## src/rtl/psnt_pkg.sv

```systemverilog
// ----------------------------------------------------------------------------
// psnt_pkg
// Shared types and constants for the peer sequence number table.
// ----------------------------------------------------------------------------
package psnt_pkg;

    localparam int MAX_PEERS = 16;
    localparam int SLOT_W    = (MAX_PEERS > 1) ? $clog2(MAX_PEERS) : 1;
    localparam int PEER_W    = 16;
    localparam int SEQ_W     = 8;
    localparam int WORD_W    = PEER_W + SEQ_W;

    typedef enum logic [1:0] {
        MODE_ALLOC    = 2'd0,
        MODE_VALIDATE = 2'd1,
        MODE_RESYNC   = 2'd2,
        MODE_FORGET   = 2'd3
    } psnt_mode_t;

    typedef enum logic [1:0] {
        ST_IDLE,
        ST_READ,
        ST_CMP,
        ST_COMMIT
    } psnt_state_t;

    typedef struct packed {
        logic [SEQ_W-1:0] seq_out;
        logic             accepted;
        logic             new_entry;
    } psnt_result_t;

    typedef struct packed {
        logic [PEER_W-1:0] peer;
        logic [SEQ_W-1:0]  next;
    } psnt_word_t;

endpackage

```

## src/rtl/psnt_ram.sv

```systemverilog
// ----------------------------------------------------------------------------
// psnt_ram
// Single-port synchronous RAM with registered read.
// ----------------------------------------------------------------------------
module psnt_ram #(
    parameter int WIDTH  = 24,
    parameter int DEPTH  = 16,
    parameter int ADDR_W = (DEPTH > 1) ? $clog2(DEPTH) : 1
) (
    input  logic              clk,
    input  logic              we,
    input  logic [ADDR_W-1:0] addr,
    input  logic [WIDTH-1:0]  wdata,
    output logic [WIDTH-1:0]  rdata
);

    logic [WIDTH-1:0] mem [DEPTH];
    logic [WIDTH-1:0] rdata_reg;

    always_ff @(posedge clk)
    begin
        if (we)
        begin
            mem[addr] <= wdata;
        end
        rdata_reg <= mem[addr];
    end

    assign rdata = rdata_reg;

endmodule

```

## src/rtl/psnt_out_stage.sv

```systemverilog
// ----------------------------------------------------------------------------
// psnt_out_stage
// Result register: holds one result beat until the receiver takes it.
// ----------------------------------------------------------------------------
module psnt_out_stage import psnt_pkg::*; (
    input  logic               clk,
    input  logic               rst_n,
    input  logic               load,
    input  psnt_result_t       result,
    output logic               space,
    output logic               out_valid,
    input  logic               out_ready,
    output logic [SEQ_W-1:0]   seq_out,
    output logic               accepted,
    output logic               new_entry
);

    logic         valid_reg;
    logic         valid_next;
    psnt_result_t data_reg;

    assign space      = !valid_reg || out_ready;
    assign valid_next = load || (valid_reg && !out_ready);

    always_ff @(posedge clk or negedge rst_n)
    begin
        if (!rst_n)
        begin
            valid_reg <= 1'b0;
        end
        else
        begin
            valid_reg <= valid_next;
        end
    end

    always_ff @(posedge clk)
    begin
        if (load)
        begin
            data_reg <= result;
        end
    end

    assign out_valid = valid_reg;
    assign seq_out   = data_reg.seq_out;
    assign accepted  = data_reg.accepted;
    assign new_entry = data_reg.new_entry;

endmodule

```

## src/rtl/peer_sequence_number_table_core.sv

```systemverilog
// ----------------------------------------------------------------------------
// peer_sequence_number_table_core
// Fully associative peer id -> next sequence number table, round-robin
// replacement, one request at a time.
// ----------------------------------------------------------------------------
// Usage:
//   Input channel (in_valid/in_ready) takes one request beat: mode, peer_id,
//   seq_in. Output channel (out_valid/out_ready) returns exactly one result
//   beat per request: seq_out, accepted, new_entry.
//   Forget-all skips the lookup and goes straight to its commit step; any
//   other request walks the entry RAM slot by slot from slot 0 until a hit,
//   or through every slot on a miss, each slot in two steps (address issue,
//   then compare on the registered read data). in_ready is high only while
//   no request is in progress, so a new request is taken only once the last
//   one has been committed to the output register.
//   Peer ids and counters live in a single-port RAM; occupancy bits and the
//   victim pointer live in flip-flops. The RAM is not cleared: a slot is
//   only compared once its occupancy bit says it has been written.
//   Reset (rst_n low, async) clears all occupancy bits, the victim pointer
//   and out_valid; the block is ready in the first cycle after.
//   Receiver stall: the finished result sits in the output register; the
//   next request may be accepted and looked up meanwhile, and waits in its
//   commit step until the output register frees, so no beat is lost.
// ----------------------------------------------------------------------------
module peer_sequence_number_table_core import psnt_pkg::*; (
    input  logic               clk,
    input  logic               rst_n,
    input  logic               in_valid,
    output logic               in_ready,
    input  logic [1:0]         mode,
    input  logic [PEER_W-1:0]  peer_id,
    input  logic [SEQ_W-1:0]   seq_in,
    output logic               out_valid,
    input  logic               out_ready,
    output logic [SEQ_W-1:0]   seq_out,
    output logic               accepted,
    output logic               new_entry
);

    localparam logic [SLOT_W-1:0] LAST_SLOT = SLOT_W'(MAX_PEERS - 1);

    // Control state
    psnt_state_t          state_reg, state_next;
    logic [SLOT_W-1:0]    idx_reg, idx_next;
    logic                 free_found_reg, free_found_next;
    logic [SLOT_W-1:0]    victim_reg, victim_next;
    logic [MAX_PEERS-1:0] used_reg, used_next;

    // Request payload and lookup outcome
    psnt_mode_t           mode_reg, mode_next;
    logic [PEER_W-1:0]    peer_reg, peer_next;
    logic [SEQ_W-1:0]     seq_reg, seq_next;
    logic [SLOT_W-1:0]    free_slot_reg, free_slot_next;
    logic [SLOT_W-1:0]    slot_reg, slot_next;
    logic [SEQ_W-1:0]     cnt_reg, cnt_next;
    logic                 fresh_reg, fresh_next;

    // RAM port
    logic                 ram_we;
    logic [SLOT_W-1:0]    ram_addr;
    psnt_word_t           ram_wdata;
    logic [WORD_W-1:0]    ram_rdata;
    psnt_word_t           rd_word;

    // Output stage
    logic                 out_load;
    logic                 out_space;
    psnt_result_t         result;

    logic                 slot_hit;
    logic                 free_here;
    logic [SEQ_W-1:0]     cnt_new;

    assign rd_word   = psnt_word_t'(ram_rdata);
    assign slot_hit  = used_reg[idx_reg] && (rd_word.peer == peer_reg);
    assign free_here = !used_reg[idx_reg];

    always_comb
    begin
        state_next      = state_reg;
        idx_next        = idx_reg;
        free_found_next = free_found_reg;
        victim_next     = victim_reg;
        used_next       = used_reg;
        mode_next       = mode_reg;
        peer_next       = peer_reg;
        seq_next        = seq_reg;
        free_slot_next  = free_slot_reg;
        slot_next       = slot_reg;
        cnt_next        = cnt_reg;
        fresh_next      = fresh_reg;
        in_ready        = 1'b0;
        ram_we          = 1'b0;
        ram_addr        = idx_reg;
        ram_wdata       = '{peer: peer_reg, next: cnt_reg};
        out_load        = 1'b0;
        result          = '{seq_out: '0, accepted: 1'b1, new_entry: 1'b0};
        cnt_new         = cnt_reg;

        // Result of the committed request
        unique case (mode_reg)
            MODE_ALLOC:
            begin
                result.seq_out = cnt_reg;
                cnt_new        = cnt_reg + SEQ_W'(1);
            end
            MODE_VALIDATE:
            begin
                if (fresh_reg || (seq_reg == cnt_reg))
                begin
                    result.seq_out = seq_reg;
                    cnt_new        = seq_reg + SEQ_W'(1);
                end
                else
                begin
                    result.seq_out  = cnt_reg;
                    result.accepted = 1'b0;
                end
            end
            MODE_RESYNC:
            begin
                result.seq_out = seq_reg;
                cnt_new        = seq_reg;
            end
            MODE_FORGET:
            begin
                result.seq_out = '0;
            end
            default:
            begin
                result.seq_out = '0;
            end
        endcase
        if (mode_reg != MODE_FORGET)
        begin
            result.new_entry = fresh_reg;
        end

        unique case (state_reg)
            ST_IDLE:
            begin
                in_ready = 1'b1;
                if (in_valid)
                begin
                    mode_next       = psnt_mode_t'(mode);
                    peer_next       = peer_id;
                    seq_next        = seq_in;
                    idx_next        = '0;
                    free_found_next = 1'b0;
                    fresh_next      = 1'b0;
                    state_next      = (psnt_mode_t'(mode) == MODE_FORGET) ? ST_COMMIT
                                                                          : ST_READ;
                end
            end
            ST_READ:
            begin
                state_next = ST_CMP;
            end
            ST_CMP:
            begin
                if (!free_found_reg && free_here)
                begin
                    free_found_next = 1'b1;
                    free_slot_next  = idx_reg;
                end
                if (slot_hit)
                begin
                    slot_next  = idx_reg;
                    cnt_next   = rd_word.next;
                    fresh_next = 1'b0;
                    state_next = ST_COMMIT;
                end
                else if (idx_reg == LAST_SLOT)
                begin
                    // Miss: lowest free slot, else the round-robin victim
                    cnt_next   = '0;
                    fresh_next = 1'b1;
                    state_next = ST_COMMIT;
                    if (free_found_reg)
                    begin
                        slot_next = free_slot_reg;
                    end
                    else if (free_here)
                    begin
                        slot_next = idx_reg;
                    end
                    else
                    begin
                        slot_next   = victim_reg;
                        victim_next = (victim_reg == LAST_SLOT) ? '0
                                                                : victim_reg + SLOT_W'(1);
                    end
                end
                else
                begin
                    idx_next   = idx_reg + SLOT_W'(1);
                    state_next = ST_READ;
                end
            end
            ST_COMMIT:
            begin
                ram_addr = slot_reg;
                if (out_space)
                begin
                    out_load   = 1'b1;
                    state_next = ST_IDLE;
                    if (mode_reg == MODE_FORGET)
                    begin
                        used_next   = '0;
                        victim_next = '0;
                    end
                    else
                    begin
                        ram_we              = 1'b1;
                        ram_wdata           = '{peer: peer_reg, next: cnt_new};
                        used_next[slot_reg] = 1'b1;
                    end
                end
            end
            default:
            begin
                state_next = ST_IDLE;
            end
        endcase
    end

    always_ff @(posedge clk or negedge rst_n)
    begin
        if (!rst_n)
        begin
            state_reg      <= ST_IDLE;
            idx_reg        <= '0;
            free_found_reg <= 1'b0;
            victim_reg     <= '0;
            used_reg       <= '0;
        end
        else
        begin
            state_reg      <= state_next;
            idx_reg        <= idx_next;
            free_found_reg <= free_found_next;
            victim_reg     <= victim_next;
            used_reg       <= used_next;
        end
    end

    always_ff @(posedge clk)
    begin
        mode_reg      <= mode_next;
        peer_reg      <= peer_next;
        seq_reg       <= seq_next;
        free_slot_reg <= free_slot_next;
        slot_reg      <= slot_next;
        cnt_reg       <= cnt_next;
        fresh_reg     <= fresh_next;
    end

    psnt_ram #(
        .WIDTH (WORD_W),
        .DEPTH (MAX_PEERS)
    ) u_ram (
        .clk   (clk),
        .we    (ram_we),
        .addr  (ram_addr),
        .wdata (WORD_W'(ram_wdata)),
        .rdata (ram_rdata)
    );

    psnt_out_stage u_out (
        .clk       (clk),
        .rst_n     (rst_n),
        .load      (out_load),
        .result    (result),
        .space     (out_space),
        .out_valid (out_valid),
        .out_ready (out_ready),
        .seq_out   (seq_out),
        .accepted  (accepted),
        .new_entry (new_entry)
    );

endmodule

```

## config.mk

```make
export PLATFORM = sky130hd
export DESIGN_NAME = peer_sequence_number_table_core
export DESIGN_NICKNAME = d
export VERILOG_FILES = /design/src/rtl/psnt_pkg.sv /design/src/rtl/psnt_ram.sv /design/src/rtl/psnt_out_stage.sv /design/src/rtl/peer_sequence_number_table_core.sv
export SDC_FILE = /design/constraint.sdc
export NUM_CORES = 1
export LEC_CHECK = 0
export ABC_AREA = 1
export BUFFER_PORTS_ARGS = -buffer_cell sky130_fd_sc_hd__buf_2
export CAP_MARGIN = 25
export CORE_AREA = 4 4 248 129
export DETAILED_ROUTE_END_ITERATION = 10
export DIE_AREA = 0 0 252 133
export GPL_ROUTABILITY_DRIVEN = 0
export PLACE_DENSITY = 0.84
export SYNTH_ARGS = -nofsm -noshare
export SYNTH_HDL_FRONTEND = slang
export SYNTH_SLANG_ARGS = --single-unit
export TNS_END_PERCENT = 1
```

## constraint.sdc

```tcl
create_clock -name clk -period 8.5 [get_ports clk]
set_input_delay 1.7 -clock clk [delete_from_list [all_inputs] [get_ports clk]]
set_output_delay 1.7 -clock clk [all_outputs]
set_load 0.02 [all_outputs]
```

Word-level counts from Yosys, hierarchy flattened
Memory sizes are Yosys's and may differ from the RTL's. A register that Yosys moved wholly into a read port is not among the register bits.
Index checks and enable logic that the tools add are counted.
- input port bits: 30
- output and inout port bits: 12
- bits in writable memories: 384
- memories kept: 1
- bits in registers: 81
- logic and storage cells: 124
- multiplexer cells: 52
- reduce and logical (&&, ||, !) cells: 25
- equality and inequality tests: 22
- add/sub/neg operators: 4
- order comparisons: 3
- bitwise logic cells: 1
- memory list (name ; depth ; bits a word ; read ports ; clocked after memory_dff ; write ports ; line ; RTL):
    u_ram.mem ; 16 ; 24 ; 1 ; 1 ; 1 ; psnt_ram.sv:17 ; logic [WIDTH-1:0] mem [DEPTH];
- operators by type and width (kind ; count):
    4-bit 2-to-1 mux ; 15
    8-bit 2-to-1 mux ; 7
    8-bit one-hot mux with 4 select lines ; 1
    8-bit one-hot mux with 3 select lines ; 1
    2-bit != test (second input constant) ; 10
    8-bit by 1-bit adder with 8-bit output (second input constant) ; 2
    16-bit equality test ; 1
    16-bit 2-to-1 mux ; 1
    16-bit OR ; 1
    4-bit one-hot mux with 2 select lines ; 2
    1-bit 2-to-1 mux ; 15
    2-bit equality test (second input constant) ; 5
    4-bit by 5-bit < comparator with 1-bit output (second input constant) ; 2
    2-bit 2-to-1 mux ; 5
    2-bit AND reduction ; 5
    4-bit by 1-bit adder with 4-bit output (second input constant) ; 2
    4-bit equality test (second input constant) ; 2
    8-bit equality test ; 1
    2-bit one-hot mux with 4 select lines ; 1
    7-bit AND reduction ; 1
    3-bit AND reduction ; 2
    2-bit nonzero test ; 3
    1-bit binary-select mux with 4-bit select ; 1
    1-bit demux with 4-bit select ; 1
    9 further kinds ; 20

Logic depth before layout (Yosys ltp)
Gate-level depths: netlist of the first run.
- depth in word-level cells: 7
- mapped depth: 13

Modules after synthesis
From an unflattened synthesis of the first run, not the netlist that was laid out.
- cell total of the unflattened synthesis: 2184
- area, all modules: 21286.7 um^2
- modules (own cells, without submodules) (module ; sequential area each (um^2) ; cells an instance ; times used ; area each (um^2)):
    psnt_ram ; 12011.5 ; 1591 ; 1 ; 16623.4
    peer_sequence_number_table_core ; 1966.9 ; 578 ; 1 ; 4317.9
    psnt_out_stage ; 325.3 ; 15 ; 1 ; 345.3

Least setup slack after synthesis of the first run
Ideal clock, no wire load.
- path type: input-to-reg
- start point: in out_ready
- end point: mem u_ram.mem[11][0] (enable)
- buffers on the path: 0
- setup time: 0.405 ns
- cell stages on the path: 6
- path slack: 4.778 ns
- arrival: 3.317 ns
- cell sequence: nor2_1 nor2_4 inv_2 nor2_4 nand2_1 nor2_1
- word-level cells in the longest chain between the ends: 5
- RTL lines (what ; line ; RTL):
    from (decl) ; peer_sequence_number_table_core.sv:34 ; input logic out_ready,
    1-bit logical OR ; psnt_out_stage.sv:22 ; assign space = !valid_reg || out_ready;
    1-bit 2-to-1 mux ; peer_sequence_number_table_core.sv:203 ; if (out_space)
    1-bit 2-to-1 mux ; peer_sequence_number_table_core.sv:139 ; unique case (state_reg)
    1-bit 2-to-1 mux ; psnt_ram.sv:22 ; if (we)
    1-bit 2-to-1 mux (not written as such) ; psnt_ram.sv:24 ; mem[addr] <= wdata;
    to (decl) ; psnt_ram.sv:17 ;
Every way passes these cells.

Final worst setup path of the first run
- start point: in out_ready
- end point: mem u_ram.mem[5][23] (enable)
Same word-level chain as after synthesis.

==> out/qor.csv, run 1 <==
metric,value,unit
largest cells by area after synthesis,"edfxtp_1 67%, nand2_1 8.9%, a22oi_1 7.3%",
M1 GR Usage,46.5,%
combinational share of power,32.5,%
area of the multi-input gates,4580,sq um
synthesized area,19700,sq um
Synth Flop Type,edfxtp_1,
"EDFF count, synth",437,
class of the tightest hold or removal check,flip-flop to flip-flop,
DRC Markers,0,
busiest grt layer,met1,
NumNets Final,1683,
Slew @ Worst Pin,1.00,ns
CTS tree,built,
ANT nets after route,0,
hold-critical path endpoint,cnt_reg[0],
Overflow after GRT,0,
Worst Skew,0.0220,ns
Ys Warns,0,
asr flop ratio synth,5.73,%
PwrDens,342,nW/um^2
fillcell total,1869,
leakage power,8.35,nW
post-DP HPWL,31.0,mm
initial antenna violation count,2,
IO Pins,42,
via count,13200,
Crit path arrival time,4.11,ns
row count,45,
worst hold path cell count,2,
Via density,6.34,
Net Sw Frac,37.8,%
CP Capture Type,flip-flop,
VDD IR-drop max,0.000322,V
hold_buf cts,0,
first-pass GRT wire length,74.6,mm
Setup Viol. Count Final,0,
Critical R2R Launch,peer_reg[10],
relative slew slack,33.2,%
clock slew at reported path FFs,0.07,ns
drt first pass iters,6,
Core Region,29800,sq um
final critical-path required period,3.93,ns
MaxCap Viol Count,0,
initial cell density of the core,66.1,%
sequential power share,42.5,%
CP Launch Type,input pin,
Die H,133,microns
HP Start,u_ram.rdata[0],
Final Max Slew Viols,0,
worst-path fanout max,35,
max FFs per register,384,
Switch Pwr,2.80,mW
Internal,4.60,mW
vias in the first global route,12700,
port bufs,41,
Mapped Cells,1601,
Hold Slack,0.530,ns
Register-to-Register Path Depth,9,
gr usage total,29.6,%
largest net degree at the start of global routing,76,
Fmax achieved,0.254,GHz
met3 Track Usage GR,9.23,%
Synth top area share,66.6,%
RSZ-0062 raised after global routing,no,
Clk pwr share,25.0,%
layout overhead on the synthesized area,9.96,%
Post CTS Setup Buffer Count,0,
number of synthesized register bits,489,
r2r endpoint,slot_reg[0],
DIE AREA,33500,sq um
sequential area share after synthesis,72.6,%
cts repair resizes,0,
Worst-Skew Late Latency,0.56,ns
n_diodes,0,
Clock Tree Buf Depth,3,
H-tree depth,2,
crit path kind,input pin to flip-flop,
syn_area_per_cell,12.3,sq um
clock sinks,489,
share of layout cells above drive strength 1,10.1,%
WP data required,8.68,ns
number of CTS-inserted buffers,40,
cell taking the most area after synthesis,edfxtp_1,
total power,7.40,mW
Layout Utilization,72.6,%
final period utilization,46.3,%
Post-Syn Nets,1635,
Synth cell types,35,
Setup TNS,0,ns
Initial DRC Count,2101,
R2R Setup Slk,4.74,ns
grt met2 use,40.5,%
CTS root buffer,clkbuf_16,
Hold Fails Final Rpt,0,
Post-Route WL,49.3,mm
register area,14300,sq um
DR WL/cell,23.7,microns
die width,252,microns
status,"complete, no violations",
area by class of cell:
type	instances	area share [%]
clock buffers	51	5.04
flip-flops and latches	489	66.0
multi-input cells	888	21.1
inverters	165	2.86
clock inverters	22	0.906
repair buffers	65	1.78
well taps	399	2.30
metal layers:
metal / routed length (microns) / vias to the layer above / share of wire, %
met4: 1110 / 2 / 2.3
met1: 20000 / 6337 / 41
met2: 20300 / 1013 / 41
li1: - / 5724 / -
met5: 7 / - / 0.014
met3: 7800 / 102 / 16
power by group through the flow:
stage          Sequential [mW]  Clock [mW]  Combinational, mW
2_1_floorplan             3.11           0               1.58
4_1_cts                   3.14        1.86               2.32
3_5_place_dp              3.19           0               2.29
3_3_place_gp              3.17           0               2.20
5_1_grt                   3.16        1.95               2.61
6_report                  3.15        1.85               2.41
placed cells by master (no fill, tap or decap), types with 25 or more instances in the layout:
master and instances:
buf_2 41, nor2_1 49, o21ai_0 25, nand2_1 467
nand3_1 49, inv_1 155, dfrtp_1 28, a22oi_1 192
edfxtp_1 437, clkbuf_16 41
critical path: stages:
cell	delay [ns]
buf_2	0.07
nor2_1	0.06
nor2_4	0.64
inv_2	0.21
nor2_4	0.32
nand2_1	0.31
nor2_4	0.76
how the worst max path moves through the flow:
stage / start / end / slack, ns / cells past startpoint
after floorplan: out_ready / u_ram.mem[11][0] / 4.78 / 6
after global placement: out_ready / u_ram.mem[8][6] / 4.12 / 8
after detailed placement: out_ready / u_ram.mem[9][6] / 3.96 / 8
after CTS: out_ready / u_ram.mem[12][6] / 4.50 / 8
after global routing: out_ready / u_ram.mem[8][11] / 4.34 / 7
final: out_ready / u_ram.mem[5][23] / 4.57 / 7
metrics by stage:
| stage | instances | cell area (sq um) | worst slack (ns) |
|---|---|---|---|
| final | 2079 | 21700 | 4.57 |
| after global routing | 2079 | 21700 | 4.34 |
| after CTS | 2077 | 21700 | 4.50 |
| after detailed placement | 2004 | 20400 | 3.96 |
| after global placement | 2004 | 20400 | 4.12 |
| after floorplan | 1601 | 19700 | 4.78 |
cell families (layout without fill, tap and decap cells):
kind of cell    Yosys count  after routing  share of synthesized area, %
compound gates          259            259                          9.32
buf+inv                 224            303                          4.81
flops                   489            489                          72.6
xor+xnor                 14             14                         0.622
simple gates            611            611                          12.4
fa+ha+maj                 4              4                         0.254
Yosys cell counts, types with 3 or more instances:
master      n
inv_2       9
nor2_2      4
xor2_1      8
edfxtp_1  437
ha_1        4
xnor2_1     6
nor2_1     66
nor2_4      5
buf_2      38
nand2_1   467
inv_1     155
nor3_1      4
dfrtp_1    28
a21oi_1    16
clkbuf_1    5
o21ai_0    25
a21boi_0    7
nand3_1    49
dfxtp_1    24
a31oi_1     8
nand4_1     9
nand3b_1    4
a22oi_1   192
buf_4      14
o21ai_2     5
a211oi_1    3
Power figures use the tool's default switching activity.
==> inputs of run 2 (changes only) <==
CORE_AREA = 4 4 271 140   (was 4 4 248 129)
DIE_AREA = 0 0 275 144   (was 0 0 252 133)
PLACE_DENSITY = 0.75   (was 0.84)
clock period = 3.2 ns   (was 8.5 ns; I/O delays follow)
==> run 2 against run 1 <==
Net effect:
- total power grew to 2.6 times the previous value
- hold slack worse by 0.43 ns
- routed wire length is 6.9% lower
- sequential share of layout area is 1.8 points lower
- critical path type is now flip-flop to flip-flop
- largest cell class unchanged
- largest power group unchanged
==> out/qor.csv, run 2 (same netlist as run 1, synthesis figures left out) <==
metric,value,unit,change
via count,12600,,-4.2%
status,"complete, no violations",,
port bufs,41,,unchanged
Via density,5.75,,-9.2%
worst-path fanout max,18,,-49%
class of the tightest hold or removal check,input pin to async pin,,
most frequent cells in the layout,"467 x nand2_1, 437 x edfxtp_1, 192 x a22oi_1",,
grt met2 use,37.0,%,-3.5 points
Critical Path Most Common Cell,nand2_1,,
WP data required,3.40,ns,-5.28 ns
DIE AREA,39600,sq um,+18%
Worst Skew,0.0242,ns,+0.00217 ns
register area,14300,sq um,unchanged
n_diodes,0,,unchanged
NumNets Final,1713,,+1.8%
die width,275,microns,+9.1%
MaxCap Viol Count,0,,unchanged
gr usage total,23.4,%,-6.1 points
number of CTS-inserted buffers,43,,+7.5%
Crit path largest cell delay,0.70,ns,-0.06 ns
Setup Viol. Count Final,0,,unchanged
clock sinks,489,,unchanged
Non-Filler Instances,2195,,+5.6%
share of layout cells above drive strength 1,11.5,%,+1.4 points
crit path cell chain,"nand2_1, nand2_1, nand2_1, nor2_1, nand2_1, nor2_1, nand2_1, nand2_1, nand2_1, inv_1",,
M1 GR Usage,33.7,%,-13 points
ANT nets after route,0,,unchanged
r2r endpoint,cnt_reg[3],,
busiest grt layer,met2,,
Fmax achieved,0.377,GHz,
post-DP HPWL,25.7,mm,-17%
Clock Tree Buf Depth,3,,unchanged
Layout Utilization,62.6,%,-10 points
initial cell density of the core,55.4,%,-11 points
family with the most delay on the worst path,simple AND/OR/NAND/NOR gates,,
Slew @ Worst Pin,0.614,ns,-0.388 ns
CP Launch Type,flip-flop,,
Post-Route WL,45.9,mm,-6.9%
drt first pass iters,5,,-1
Placed Instances,2118,,+5.7%
Initial DRC Count,1674,,-20%
R2R Setup Slk,0.55,ns,-4.19 ns
VDD IR-drop max,0.000785,V,+140%
first-pass GRT wire length,70.4,mm,-5.6%
Setup TNS,0,ns,unchanged
area of the multi-input gates,4590,sq um,+0.22%
relative slew slack,59.0,%,+26 points
IO Pins,42,,unchanged
Post CTS Setup Buffer Count,0,,unchanged
Critical R2R Launch,peer_reg[11],,
CP max stage cell,edfxtp_1,,
Final Max Slew Viols,0,,unchanged
fillcell total,2617,,+40%
"commonest non-fill, non-tap cell in the layout",nand2_1,,
Overflow after GRT,0,,unchanged
clock slew at reported path FFs,0.07,ns,about the same
CP bufs+invs,1,,-1
CTS root buffer,clkbuf_16,,
hold_buf cts,0,,unchanged
Crit path arrival time,2.85,ns,-1.26 ns
vias in the first global route,12300,,-2.9%
leakage power,8.57,nW,+2.7%
final critical-path required period,2.65,ns,
RSZ-0062 raised after global routing,no,,
CP Capture Type,flip-flop,,
cts repair resizes,0,,unchanged
PwrDens,866,nW/um^2,+150%
met3 Track Usage GR,4.86,%,-4.4 points
crit path kind,flip-flop to flip-flop,,
CTS tree,built,,
Core Region,35600,sq um,+19%
H-tree depth,2,,unchanged
largest net degree at the start of global routing,97,,+28%
CP Depth,10,,+3
row count,49,,+8.9%
final period utilization,82.9,%,
layout overhead on the synthesized area,13.0,%,
DR WL/cell,20.9,microns,-12%
Hold Fails Final Rpt,0,,unchanged
Die H,144,microns,+8.3%
initial antenna violation count,0,,-2
Worst-Skew Late Latency,0.57,ns,about the same
DRC Markers,0,,unchanged
max FFs per register,384,,unchanged
Register-to-Register Path Depth,10,,+1
==> run 2: cell types whose count changed in the layout (fill, tap and decap cells not counted), moves of 2 or more <==
cell,before,now
nor2_4,20,22
clkbuf_16,41,43
nor2_2,6,4
buf_12,0,16
clkinv_1,4,8
buf_4,24,35
clkinv_2,11,8
==> run 2: worst max-delay path by stage <==
stage                             from                to  slack [ns]
after floorplan             idx_reg[1]  u_ram.mem[11][0]        0.35
after global placement       out_ready  u_ram.mem[9][14]        0.64
after detailed placement  peer_reg[11]        cnt_reg[7]        0.58
after CTS                 peer_reg[11]        cnt_reg[3]        0.57
after global routing       peer_reg[7]        cnt_reg[3]        0.26
final                     peer_reg[11]        cnt_reg[3]        0.55
==> run 2: final cells by class <==
type | count | area share (%)
clock inverters | 25 | 1.05
well taps | 484 | 2.72
repair buffers | 92 | 3.54
flip-flops and latches | 489 | 64.2
clock buffers | 52 | 5.07
multi-input cells | 888 | 20.6
inverters | 165 | 2.78
==> run 2: worst reg2reg max path: stages, from the launching register on <==
cell and delay, ns:
edfxtp_1 0.70, nand2_1 0.12, nand2_1 0.11, nand2_1 0.06
nor2_1 0.17, nand2_1 0.08, nor2_1 0.40, nand2_1 0.14
nand2_1 0.10, nand2_1 0.07, inv_1 0.34
==> run 2: layer usage <==
layer  wire (microns)  up-vias  share of wire (%)
met5                0        -                  0
li1                 -     5801                  -
met3             4440       75                9.7
met4             1050        0                2.3
met2            21100      622                 46
met1            19300     6131                 42
==> run 2: power by group <==
part           switching (mW)  internal [mW]  leakage [nW]
Clock                    2.26           2.79         0.663
Sequential              0.353           7.82          4.49
Combinational            4.22           1.84          3.42
Total                    6.83           12.4          8.57
==> run 2: stage by stage <==
stage                     power, mW  cell area, sq um  hold WS (ns)  setup slack, ns
final                          19.3             22300        0.0982            0.549
after global routing           20.4             22300         0.149            0.261
after CTS                      19.3             22300         0.105            0.567
after detailed placement       14.3             20900         0.514            0.577
after global placement         14.1             20900         0.509            0.643
after floorplan                12.5             19700         0.344            0.346
